`src/hdl/xrbg_pkg.sv`:
```
// Shared types, constants and helpers for the xorshift range and bag generator.
// Used by the controller, the datapath and the top level; depends on nothing.
package xrbg_pkg;

    localparam int          WORD_W       = 32;
    localparam int          HALF_W       = WORD_W - 1;
    localparam int          PIECE_W      = 3;
    localparam int          BAG_SIZE_DEF = 7;
    localparam int          CNT_W        = 5;
    localparam logic [31:0] SEED_DEFAULT = 32'hCAFEBABE;
    localparam int          SHIFT_A      = 13;
    localparam int          SHIFT_B      = 17;
    localparam int          SHIFT_C      = 5;

    // Operation codes carried in the func field.
    localparam logic [1:0] FUNC_RAW   = 2'd0;
    localparam logic [1:0] FUNC_RANGE = 2'd1;
    localparam logic [1:0] FUNC_BAG   = 2'd2;
    localparam logic [1:0] FUNC_NONE  = 2'd3;

    typedef struct packed {
        logic [1:0]         func;
        logic signed [31:0] lo;
        logic signed [31:0] hi;
    } in_item_t;

    typedef struct packed {
        logic [31:0]        raw_word;
        logic signed [31:0] ranged_value;
        logic [2:0]         piece;
    } out_item_t;

    // Source of the data written into the bag memory.
    typedef enum logic [1:0] {
        WR_INDEX,
        WR_RDATA,
        WR_HELD
    } wsel_t;

    typedef struct packed {
        logic       take_in;
        logic       advance;
        logic       start_draw;
        logic       bag_draw;
        logic [2:0] bag_k;
        logic       div_step;
        logic       ram_re;
        logic       ram_we;
        wsel_t      wsel;
        logic [2:0] addr;
        logic       hold_k;
        logic       load_out;
    } cmd_t;

    typedef struct packed {
        logic [1:0] func;
        logic       div_last;
        logic [2:0] slot_j;
    } stat_t;

    function automatic logic [31:0] xorshift(input logic [31:0] x);
        logic [31:0] a;
        logic [31:0] b;
        a = x ^ (x << SHIFT_A);
        b = a ^ (a >> SHIFT_B);
        return b ^ (b << SHIFT_C);
    endfunction

endpackage

```
`src/hdl/xrbg_ram.sv`:
```
// Generic single-port-write, registered-read memory.
// Stand-alone; holds the shuffled bag slots.
module xrbg_ram #(
    parameter int WIDTH = 3,
    parameter int DEPTH = 7
) (
    input  logic                     clk,
    input  logic                     we,
    input  logic [$clog2(DEPTH)-1:0] addr,
    input  logic [WIDTH-1:0]         wdata,
    input  logic                     re,
    output logic [WIDTH-1:0]         rdata
);

    logic [WIDTH-1:0] mem [DEPTH];

    always_ff @(posedge clk)
    begin
        if (we)
        begin
            mem[addr] <= wdata;
        end
        if (re)
        begin
            rdata <= mem[addr];
        end
    end

endmodule

```
`src/hdl/xrbg_datapath.sv`:
```
// Datapath: generator word, bit-serial remainder unit, bag memory and result register.
// Depends on xrbg_pkg and xrbg_ram; driven by xrbg_ctrl through cmd_t.
module xrbg_datapath #(
    parameter int BAG_SIZE = xrbg_pkg::BAG_SIZE_DEF
) (
    input  logic                clk,
    input  logic                rst_n,
    input  xrbg_pkg::in_item_t  in_data,
    input  logic                seed_we,
    input  logic [31:0]         seed_wdata,
    input  xrbg_pkg::cmd_t      cmd,
    output xrbg_pkg::stat_t     stat,
    output xrbg_pkg::out_item_t out_data
);
    import xrbg_pkg::*;

    localparam int SLOT_W = $clog2(BAG_SIZE);

    logic [31:0]        gen_reg;
    logic [31:0]        gen_next;
    logic [1:0]         func_reg;
    logic signed [31:0] lo_reg;
    logic signed [31:0] hi_reg;
    logic [32:0]        span_reg;
    logic [31:0]        rem_reg;
    logic [HALF_W-1:0]  dvd_reg;
    logic [CNT_W-1:0]   cnt_reg;
    logic [SLOT_W-1:0]  held_reg;
    out_item_t          out_reg;

    logic [32:0]        diff;
    logic [32:0]        ext_span;
    logic [32:0]        bag_span;
    logic [32:0]        trial;
    logic [SLOT_W-1:0]  ram_wdata;
    logic [SLOT_W-1:0]  ram_rdata;

    assign gen_next = xorshift(gen_reg);

    // The span is formed one bit wider than the bounds so it cannot wrap.
    assign diff     = {hi_reg[31], hi_reg} - {lo_reg[31], lo_reg};
    assign ext_span = diff[32] ? 33'd1 : diff + 33'd1;
    assign bag_span = 33'(cmd.bag_k) + 33'd1;
    assign trial    = {rem_reg, dvd_reg[HALF_W-1]};

    always_comb
    begin
        case (cmd.wsel)
            WR_INDEX: ram_wdata = cmd.addr[SLOT_W-1:0];
            WR_RDATA: ram_wdata = ram_rdata;
            WR_HELD:  ram_wdata = held_reg;
            default:  ram_wdata = '0;
        endcase
    end

    xrbg_ram #(
        .WIDTH (SLOT_W),
        .DEPTH (BAG_SIZE)
    ) u_bag_ram (
        .clk   (clk),
        .we    (cmd.ram_we),
        .addr  (cmd.addr[SLOT_W-1:0]),
        .wdata (ram_wdata),
        .re    (cmd.ram_re),
        .rdata (ram_rdata)
    );

    always_ff @(posedge clk or negedge rst_n)
    begin
        if (!rst_n)
        begin
            gen_reg <= SEED_DEFAULT;
        end
        else if (seed_we)
        begin
            gen_reg <= (seed_wdata == 32'd0) ? SEED_DEFAULT : seed_wdata;
        end
        else if (cmd.advance || cmd.start_draw)
        begin
            gen_reg <= gen_next;
        end
    end

    always_ff @(posedge clk)
    begin
        if (cmd.take_in)
        begin
            func_reg <= in_data.func;
            lo_reg   <= in_data.lo;
            hi_reg   <= in_data.hi;
        end
        if (cmd.start_draw)
        begin
            span_reg <= cmd.bag_draw ? bag_span : ext_span;
            dvd_reg  <= gen_next[WORD_W-1:1];
            rem_reg  <= '0;
            cnt_reg  <= CNT_W'(HALF_W);
        end
        else if (cmd.div_step)
        begin
            // One restoring step per cycle, most significant dividend bit first.
            if (trial >= span_reg)
            begin
                rem_reg <= 32'(trial - span_reg);
            end
            else
            begin
                rem_reg <= trial[31:0];
            end
            dvd_reg <= dvd_reg << 1;
            cnt_reg <= cnt_reg - CNT_W'(1);
        end
        if (cmd.hold_k)
        begin
            held_reg <= ram_rdata;
        end
        if (cmd.load_out)
        begin
            out_reg.raw_word     <= gen_reg;
            out_reg.ranged_value <= (func_reg == FUNC_RANGE) ? lo_reg + signed'(rem_reg) : '0;
            out_reg.piece        <= (func_reg == FUNC_BAG) ? PIECE_W'(ram_rdata) : '0;
        end
    end

    assign stat.func     = func_reg;
    assign stat.div_last = (cnt_reg == CNT_W'(1));
    assign stat.slot_j   = PIECE_W'(rem_reg[SLOT_W-1:0]);
    assign out_data      = out_reg;

endmodule

```
`src/hdl/xrbg_ctrl.sv`:
```
// Controller: sequences each request, the bag refill and shuffle, and the result beat.
// Depends on xrbg_pkg; drives xrbg_datapath through cmd_t.
module xrbg_ctrl #(
    parameter int BAG_SIZE = xrbg_pkg::BAG_SIZE_DEF
) (
    input  logic            clk,
    input  logic            rst_n,
    input  logic            in_valid,
    output logic            in_ready,
    output logic            out_valid,
    input  logic            out_ready,
    input  xrbg_pkg::stat_t stat,
    output xrbg_pkg::cmd_t  cmd
);
    import xrbg_pkg::*;

    localparam int               IDX_W    = $clog2(BAG_SIZE);
    localparam int               POS_W    = $clog2(BAG_SIZE + 1);
    localparam logic [IDX_W-1:0] LAST_IDX = IDX_W'(BAG_SIZE - 1);

    typedef enum logic [3:0] {
        S_IDLE,
        S_DECODE,
        S_ADV,
        S_FILL,
        S_DRAW,
        S_DIV,
        S_RDK,
        S_RDJ,
        S_WRK,
        S_WRJ,
        S_PICK,
        S_FINISH
    } state_t;

    state_t           state_reg;
    logic [POS_W-1:0] pos_reg;
    logic [IDX_W-1:0] idx_reg;
    logic             bag_mode_reg;
    logic             out_valid_reg;
    logic             out_free;

    assign out_free  = !out_valid_reg || out_ready;
    assign in_ready  = (state_reg == S_IDLE);
    assign out_valid = out_valid_reg;

    always_comb
    begin
        cmd            = '0;
        cmd.wsel       = WR_INDEX;
        cmd.bag_draw   = bag_mode_reg;
        cmd.bag_k      = PIECE_W'(idx_reg);
        cmd.addr       = PIECE_W'(idx_reg);
        unique case (state_reg)
            S_IDLE:   cmd.take_in = in_valid;
            S_ADV:    cmd.advance = 1'b1;
            S_FILL:   cmd.ram_we = 1'b1;
            S_DRAW:   cmd.start_draw = 1'b1;
            S_DIV:    cmd.div_step = 1'b1;
            S_RDK:    cmd.ram_re = 1'b1;
            S_RDJ:
            begin
                cmd.ram_re = 1'b1;
                cmd.addr   = stat.slot_j;
                cmd.hold_k = 1'b1;
            end
            S_WRK:
            begin
                cmd.ram_we = 1'b1;
                cmd.wsel   = WR_RDATA;
            end
            S_WRJ:
            begin
                cmd.ram_we = 1'b1;
                cmd.wsel   = WR_HELD;
                cmd.addr   = stat.slot_j;
            end
            S_PICK:
            begin
                cmd.ram_re = 1'b1;
                cmd.addr   = PIECE_W'(pos_reg);
            end
            S_FINISH: cmd.load_out = out_free;
            default:  cmd.take_in = 1'b0;
        endcase
    end

    always_ff @(posedge clk or negedge rst_n)
    begin
        if (!rst_n)
        begin
            state_reg     <= S_IDLE;
            pos_reg       <= '0;
            idx_reg       <= '0;
            bag_mode_reg  <= 1'b0;
            out_valid_reg <= 1'b0;
        end
        else
        begin
            // In the finish state a taken beat is replaced by the new one below.
            if (out_ready && state_reg != S_FINISH)
            begin
                out_valid_reg <= 1'b0;
            end
            unique case (state_reg)
                S_IDLE:
                begin
                    if (in_valid)
                    begin
                        state_reg <= S_DECODE;
                    end
                end
                S_DECODE:
                begin
                    case (stat.func)
                        FUNC_RAW:   state_reg <= S_ADV;
                        FUNC_RANGE:
                        begin
                            bag_mode_reg <= 1'b0;
                            state_reg    <= S_DRAW;
                        end
                        FUNC_BAG:
                        begin
                            if (pos_reg == '0 || pos_reg >= POS_W'(BAG_SIZE))
                            begin
                                idx_reg   <= '0;
                                state_reg <= S_FILL;
                            end
                            else
                            begin
                                state_reg <= S_PICK;
                            end
                        end
                        default:    state_reg <= S_FINISH;
                    endcase
                end
                S_ADV:    state_reg <= S_FINISH;
                S_FILL:
                begin
                    // Slots are loaded with their own index, then shuffled downward.
                    if (idx_reg == LAST_IDX)
                    begin
                        bag_mode_reg <= 1'b1;
                        state_reg    <= S_DRAW;
                    end
                    else
                    begin
                        idx_reg <= idx_reg + IDX_W'(1);
                    end
                end
                S_DRAW:   state_reg <= S_DIV;
                S_DIV:
                begin
                    if (stat.div_last)
                    begin
                        state_reg <= bag_mode_reg ? S_RDK : S_FINISH;
                    end
                end
                S_RDK:    state_reg <= S_RDJ;
                S_RDJ:    state_reg <= S_WRK;
                S_WRK:    state_reg <= S_WRJ;
                S_WRJ:
                begin
                    if (idx_reg == IDX_W'(1))
                    begin
                        pos_reg   <= '0;
                        state_reg <= S_PICK;
                    end
                    else
                    begin
                        idx_reg   <= idx_reg - IDX_W'(1);
                        state_reg <= S_DRAW;
                    end
                end
                S_PICK:
                begin
                    pos_reg   <= pos_reg + POS_W'(1);
                    state_reg <= S_FINISH;
                end
                S_FINISH:
                begin
                    if (out_free)
                    begin
                        out_valid_reg <= 1'b1;
                        state_reg     <= S_IDLE;
                    end
                end
                default:  state_reg <= S_IDLE;
            endcase
        end
    end

endmodule

```
`src/hdl/xorshift_range_and_bag_generator.sv`:
```
// Xorshift32 generator (shifts 13, 17, 5) serving raw words, ranged draws and
// pieces from a shuffled bag of BAG_SIZE. One request is worked on at a time;
// a finished result beat waits in an output register while the next request
// is taken. A ranged draw goes through the bit-serial remainder unit, which
// retires one of the 31 dividend bits per cycle. A bag piece that needs a
// refill first fills the bag, writing one slot per cycle, and then shuffles
// it: each shuffle step is a draw through the same remainder unit plus a swap
// (read k, read j, write k, write j) through the single port of the bag memory.
// A seed write reloads the generator word at once; zero loads 0xCAFEBABE.
// Depends on xrbg_pkg, xrbg_ctrl and xrbg_datapath.
module xorshift_range_and_bag_generator #(
    parameter int BAG_SIZE = xrbg_pkg::BAG_SIZE_DEF
) (
    input  logic                clk,
    input  logic                rst_n,
    input  logic                seed_we,
    input  logic [31:0]         seed_wdata,
    input  logic                in_valid,
    output logic                in_ready,
    input  xrbg_pkg::in_item_t  in_data,
    output logic                out_valid,
    input  logic                out_ready,
    output xrbg_pkg::out_item_t out_data
);
    import xrbg_pkg::*;

    cmd_t  cmd;
    stat_t stat;

    xrbg_ctrl #(
        .BAG_SIZE (BAG_SIZE)
    ) u_ctrl (
        .clk       (clk),
        .rst_n     (rst_n),
        .in_valid  (in_valid),
        .in_ready  (in_ready),
        .out_valid (out_valid),
        .out_ready (out_ready),
        .stat      (stat),
        .cmd       (cmd)
    );

    xrbg_datapath #(
        .BAG_SIZE (BAG_SIZE)
    ) u_datapath (
        .clk        (clk),
        .rst_n      (rst_n),
        .in_data    (in_data),
        .seed_we    (seed_we),
        .seed_wdata (seed_wdata),
        .cmd        (cmd),
        .stat       (stat),
        .out_data   (out_data)
    );

`ifndef SYNTHESIS
    // Pieces always come from a shuffled bag, so they stay below the bag size.
    a_piece_in_bag: assert property (@(posedge clk) disable iff (!rst_n)
        out_valid |-> ({1'b0, out_data.piece} < 4'(BAG_SIZE)))
        else $error("piece outside the bag");

    // A beat carries a piece or a ranged value, never both.
    a_one_result_kind: assert property (@(posedge clk) disable iff (!rst_n)
        (out_valid && out_data.piece != 3'd0) |-> (out_data.ranged_value == 32'sd0))
        else $error("piece and ranged value both set");

    // Requests are taken one at a time.
    a_one_at_a_time: assert property (@(posedge clk) disable iff (!rst_n)
        (in_valid && in_ready) |=> !in_ready)
        else $error("second request taken while busy");
`endif

endmodule

```
`config.mk`:
```
export PLATFORM = sky130hd
export DESIGN_NAME = xorshift_range_and_bag_generator
export DESIGN_NICKNAME = d
export VERILOG_FILES = /design/src/hdl/xrbg_pkg.sv /design/src/hdl/xrbg_ram.sv /design/src/hdl/xrbg_datapath.sv /design/src/hdl/xrbg_ctrl.sv /design/src/hdl/xorshift_range_and_bag_generator.sv
export SDC_FILE = /design/constraint.sdc
export NUM_CORES = 1
export LEC_CHECK = 0
export ABC_CLOCK_PERIOD_IN_PS = 8400
export BUFFER_PORTS_ARGS = -buffer_cell sky130_fd_sc_hd__clkbuf_2
export CAP_MARGIN = 5
export CORE_MARGIN = 8
export CORE_UTILIZATION = 45
export CTS_BUF_LIST = sky130_fd_sc_hd__clkbuf_16
export DETAILED_ROUTE_END_ITERATION = 12
export PLACE_DENSITY = 0.67
export SYNTH_ARGS = -nofsm -noshare
export SYNTH_HDL_FRONTEND = slang
export SYNTH_SLANG_ARGS = --single-unit
```
`constraint.sdc`:
```
create_clock -name clk -period 8.4 [get_ports clk]
set_clock_uncertainty 0.1 [all_clocks]
set_input_delay 0.42 -clock clk [delete_from_list [all_inputs] [get_ports clk]]
set_output_delay 0.42 -clock clk [all_outputs]
set_load 0.05 [all_outputs]
```
Word-level counts from Yosys, hierarchy flattened
Memories as Yosys holds them, arrays and structs flattened. A register that Yosys moved wholly into a read port is not among the register bits.
Index checks and enable logic that the tools add are counted.
{"block": "classes", "n_addsub": 9, "n_lt_le_gt_ge": 2, "n_eq_ne": 29, "mux": 43, "bitwise": 3, "n_reduce_logical": 23}
{"operator": "two-way mux 32 bit", "count": 4}
{"operator": "two-way mux 33 bit", "count": 2}
{"operator": "XOR 32 bit", "count": 2}
{"operator": "two-way mux 31 bit", "count": 2}
{"operator": "case mux 4 bit (11 select lines)", "count": 1}
{"operator": "adder 33 x 1 -> 33 bit (second input constant)", "count": 1}
{"operator": ">= comparator 33 bit", "count": 1}
{"operator": "subtractor 32 x 32 -> 33 bit", "count": 1}
{"operator": "adder 32 bit", "count": 1}
{"operator": "zero test 32 bit", "count": 1}
{"operator": "subtractor 32 bit", "count": 1}
{"operator": "XOR 32 x 15 -> 32 bit", "count": 1}
{"operator": "two-way mux 4 bit", "count": 7}
{"operator": "case mux 3 bit (3 select lines)", "count": 2}
{"operator": "equality test 4 x 3 -> 1 bit (second input constant)", "count": 4}
{"operator": "equality test 4 bit (second input constant)", "count": 4}
{"operator": "two-way mux 1 bit", "count": 15}
{"operator": "two-way mux 3 bit", "count": 5}
{"operator": "case mux 3 bit (2 select lines)", "count": 2}
{"operator": "case mux 4 bit (3 select lines)", "count": 1}
{"operator": "inequality test 2 x 1 -> 1 bit (second input constant)", "count": 5}
{"operator": "inequality test 2 bit (second input constant)", "count": 5}
{"operator": "equality test 4 x 2 -> 1 bit (second input constant)", "count": 2}
{"operator": "nonzero test 2 bit", "count": 4}
{"operator": "other kinds (27)", "count": 35}
{"block": "totals", "ff_bits": 281, "ram_bits": 21, "inputBits": 103, "output_inout_bits": 69, "word_cells": 127, "mem_count": 1}
{"memory": "u_datapath.u_bag_ram.mem", "depth": 7, "word_bits": 3, "rd": 1, "rd_clocked_by_memory_dff": 1, "wr": 1, "line": "xrbg_ram.sv:15", "rtl": "logic [WIDTH-1:0] mem [DEPTH];"}

Logic depth before layout (Yosys ltp)
{"block": "depth", "ltp_word": 5, "mapped_depth": 15, "mapped_depth_nobuf": 13}

By module
Synthesis repeated with hierarchy kept, for this count alone.
{"block": "hier_totals", "cells_unflattened": 1899, "hier_area_um2": 18756.7}
{"module": "xrbg_datapath", "n_inst": 1, "cells_per_inst": 1690, "area_each_um2": 16563.4, "seq_area_each_um2": 7574.8}
{"module": "xrbg_ctrl", "n_inst": 1, "cells_per_inst": 146, "area_each_um2": 1196.1, "seq_area_each_um2": 300.3}
{"module": "xrbg_ram", "n_inst": 1, "cells_per_inst": 63, "area_each_um2": 997.2, "seq_area_each_um2": 720.7}

Worst setup path before layout
No wires, ideal clock.
{"block": "synth_timing", "path_type": "reg-to-reg", "start": "register u_ctrl.state_reg[2]", "end": "register u_datapath.out_reg, in the netlist u_datapath.out_data[0], enable pin", "setup_time_ns": 0.499, "t_arrival_ns": 3.849, "required_ns": 7.801, "slack_ns": 3.952, "stages_incl_launch_ff": 4, "path_buffers": 1, "period_less_slack_ns": 4.448, "path_cell_list": "dfrtp_1 > clkbuf_1 > nand4b_1 > nor2b_1"}
{"element": "from (decl)", "line": "xrbg_ctrl.sv:36", "rtl": "state_t state_reg;"}
{"element": "from (signal assigned)", "line": "xrbg_ctrl.sv:156", "rtl": "state_reg <= bag_mode_reg ? S_RDK : S_FINISH;"}
{"element": "to (decl)", "line": "xrbg_datapath.sv:29", "rtl": "out_item_t out_reg;"}

Worst setup path after layout
{"block": "layout_timing", "start": "register u_datapath.rem_reg[0]", "end": "register u_datapath.out_reg, in the netlist u_datapath.out_data[23] (data pin)"}
{"block": "layout_between", "elab_chain_len": 1}
{"element": "from (decl)", "line": "xrbg_datapath.sv:25", "rtl": "logic [31:0] rem_reg;"}
{"element": "from (signal assigned)", "line": "xrbg_datapath.sv:104", "rtl": "rem_reg <= 32'(trial - span_reg);"}
{"element": "from (signal assigned)", "line": "xrbg_datapath.sv:108", "rtl": "rem_reg <= trial[31:0];"}
{"element": "adder 32 bit", "line": "xrbg_datapath.sv:120", "rtl": "out_reg.ranged_value <= (func_reg == FUNC_RANGE) ? lo_reg + signed'(rem_reg) : '0;"}
No other way between the ends.
A chain may end at the register's enable or synchronous reset.

==> metrics <==
outcome=finished, final reports clean; power per cell area=381 nW/um^2; Num CTS Buffers=37; Reg2Reg Setup Slack=about 4 ns; ys async rst share=0.144; Post-Syn Instances=around 1,900; minimum clock period=between 4 and 5 ns; combined area of the multi-input logic cells=about 9500 sq um; clock sinks=305; grt ovf=0; Layout fillers=3,733; post-DP HPWL=a little under 40,000 um; Critical R2R Launch=u_datapath.rem_reg[0]; Post-Layout Cell Count=roughly 2,700; port buffer count=171; antenna-violating nets left=0; top-area cell type share of the netlist area=0.358; final setup vio count=0; Pleak=slightly above 0.009 uW; most frequent cell after synthesis=edfxtp_1; unrepaired setup endpoints after global routing=false; Vias=between 15,000 and 20,000; worst r2r dst=u_datapath.out_data[23]; routability congestion estimate=around 0.94; layout cells sized above 1=0.140; Initial Util=0.452; Final period util=0.522; worst min path class=primary input to flip-flop; Hold Violations, Final=0; Skew-Pair Late Insertion Delay=roughly 0.57 ns; Total Neg Setup Slack=0 ns; # hold bufs at CTS=67; Synth area leader=edfxtp_1; Sw Ratio=0.442; Gate power share=0.506; number of warnings issued by yosys=0; WL per Instance=19.5 um; total track usage=0.213; worst vdd ir=just over 0.0002 V; core area=~42,000 sq um; DR vias/cell=5.71; Inst Count DP=2,575; Clock power frac=0.193; Internal Power=about 4700 uW; Max FO, Critical Path=4; Post-synth EDFFs=around 220; DIE AREA=roughly 50,000 sq um; ANT cells=0; Die Span Y=between 200 and 250 um; critical path required time=8.50 ns; relative slew slack=0.172; final slew viol count=0; Largest register FFs=67; sequential cell area=about 8600 sq um; Die X=between 200 and 250 um; crit end category=flip-flop; row count=75; Mapped Area=18,800 sq um; global-route wire length before repair=about 82,000 um; DRT iter0 DRCs=1,214; DRC=0; Worst-path clk slew=0.06 ns; critical path cell sequence=ha_1 > inv_1 > fa_1 > nor2b_1 > o21ai_0 > a21boi_0 > o211ai_1 > a41oi_1 > nor2_1 > o21bai_1 > a21o_1 > a211oi_1 > nor4_1; antenna violations before repair=0; Arr. time, crit path=between 4 and 5 ns; Pre-antenna DRT Iters=6; Worst Setup SP=u_datapath.rem_reg[0]; Cell variety after synth=100; vias in the first global route=around 15,000; nets@finish=~2,400; post-synthesis register bit count=slightly above 300; pin count of the biggest net entering global routing=67; Maximum Capacitance Violations=0; sequential element share of the synthesized area=0.457; Area Growth Syn to Fin=17.3%; Root Driver=clkbuf_16; max incr delay on CP=0.85 ns; PostCTS Resize Cnt=0; Setup Fix Bufs, Post-CTS=0; Switch Pwr=approximately 3700 uW; fmax=0.228 GHz; mean area per synthesized cell=about 9.7 sq um; top cells by count, synth=edfxtp_1, nand2_1, nor2_1, a21oi_1, o21ai_0; Slowest cell on crit path=nor4_1; Sequential Power Share=0.301; syn_nets=about 2,100; worst-margin pin slew=approximately 1.2 ns; CTS tree=done; end of the critical path=u_datapath.out_data[23]; worst setup path category=flip-flop to flip-flop; CP Launch Type=flip-flop; H-tree depth=2; Top Ports=roughly 170; clk buf depth=3; commonest register cell after synthesis=edfxtp_1; final wirelength=roughly 53,000 um; top cells by area, synth=edfxtp_1, ha_1, xnor2_1; Worst R2R Path Depth=13
[cells by family (layout without fill, tap and decap cells)]
kind of cell | count (synthesis) | after routing | share of synthesized area
xor gates and xnor gates | 158 | 158 | 0.0740
adders and majority gates | 110 | 110 | 0.0744
buffers and inverters | 200 | 440 | 0.0415
AOI/OAI and AO/OA | 524 | 524 | 0.180
and+or+nand+nor | 602 | 602 | 0.156
muxes | 32 | 32 | 0.0173
DFF | 305 | 305 | 0.457
[cells in the final DEF, fill, tap and decap left out, drive strengths merged, types with 16 or more instances in the layout]
master       Yosys  layout
a21o            62      62
a21oi          144     144
and3            16      16
clkbuf          67     209
dfrtp           22      22
dfstp           22      22
dfxtp           37      37
dlygate4sd3      0      67
edfxtp         224     224
ha             107     107
inv            120     131
mux2i           28      28
nand2          190     190
nand2b          23      23
nand3           35      35
nand4           29      29
nor2           165     165
nor2b           27      27
nor3            35      35
nor4            29      29
o21ai          149     149
xnor2          111     111
xor2            47      47
[per-layer routing]
metal / track usage / wire (um) / up-vias
met4: 0.0772 / 1640 / 0
met1: 0.284 / 23400 / 7397
li1: - / - / 7466
met5: 0 / 0 / -
met2: 0.346 / 24400 / 504
met3: 0.0380 / 3310 / 101
[power groups by stage]
stage | combinational, uW | sequential [uW] | clock (uW)
finish | 4250 | 2530 | 1630
floorplan | 3130 | 2450 | 0
global placement | 4120 | 2530 | 0
global route | 4660 | 2570 | 1720
detailed placement | 4170 | 2550 | 0
CTS | 4230 | 2520 | 1650
[layout make-up]
type,instances,share of cell area
tap,539,0.0306
multi-input combinational,1426,0.429
timing repair buffer,251,0.0736
inverter,121,0.0206
sequential,305,0.390
clock inverter,30,0.0136
clock buffer,38,0.0431
[stage by stage]
| stage | hold slack [ns] | total power [uW] | worst slack, ns | area (sq um) | utilization |
|---|---|---|---|---|---|
| floorplan | 0.0244 | 5580 | 3.95 | 18800 | - |
| global placement | 0.353 | 6650 | 4.29 | 20100 | 0.484 |
| detailed placement | 0.357 | 6720 | 4.17 | 20100 | 0.484 |
| CTS | 0.0393 | 8400 | 4.11 | 22100 | 0.530 |
| global route | 0.0642 | 8950 | 3.80 | 22100 | 0.530 |
| finish | 0.0732 | 8410 | 4.01 | 22100 | 0.530 |
[worst min path at each step]
stage	startpoint	end	cells past startpoint
finish	seed_wdata[23]	u_datapath.gen_reg[23]	3
global route	seed_wdata[23]	u_datapath.gen_reg[23]	3
CTS	seed_wdata[23]	u_datapath.gen_reg[23]	3
detailed placement	u_datapath.u_bag_ram.rdata[2]	u_datapath.held_reg[2]	0
global placement	u_datapath.u_bag_ram.rdata[2]	u_datapath.held_reg[2]	0
floorplan	rst_n	u_ctrl.bag_mode_reg	0
[worst max-delay path: cells and delay by family (launching register included)]
| family | cells | cell delay (ns) |
|---|---|---|
| buffers and inverters | 1 | 0.06 |
| AO/OA/AOI/OAI | 7 | 1.70 |
| flip-flops | 1 | 0.41 |
| adder cells (fa/ha/maj) | 2 | 0.57 |
| AND/OR/NAND/NOR | 3 | 1.19 |
No activity file was read; power rests on OpenSTA's default activity.
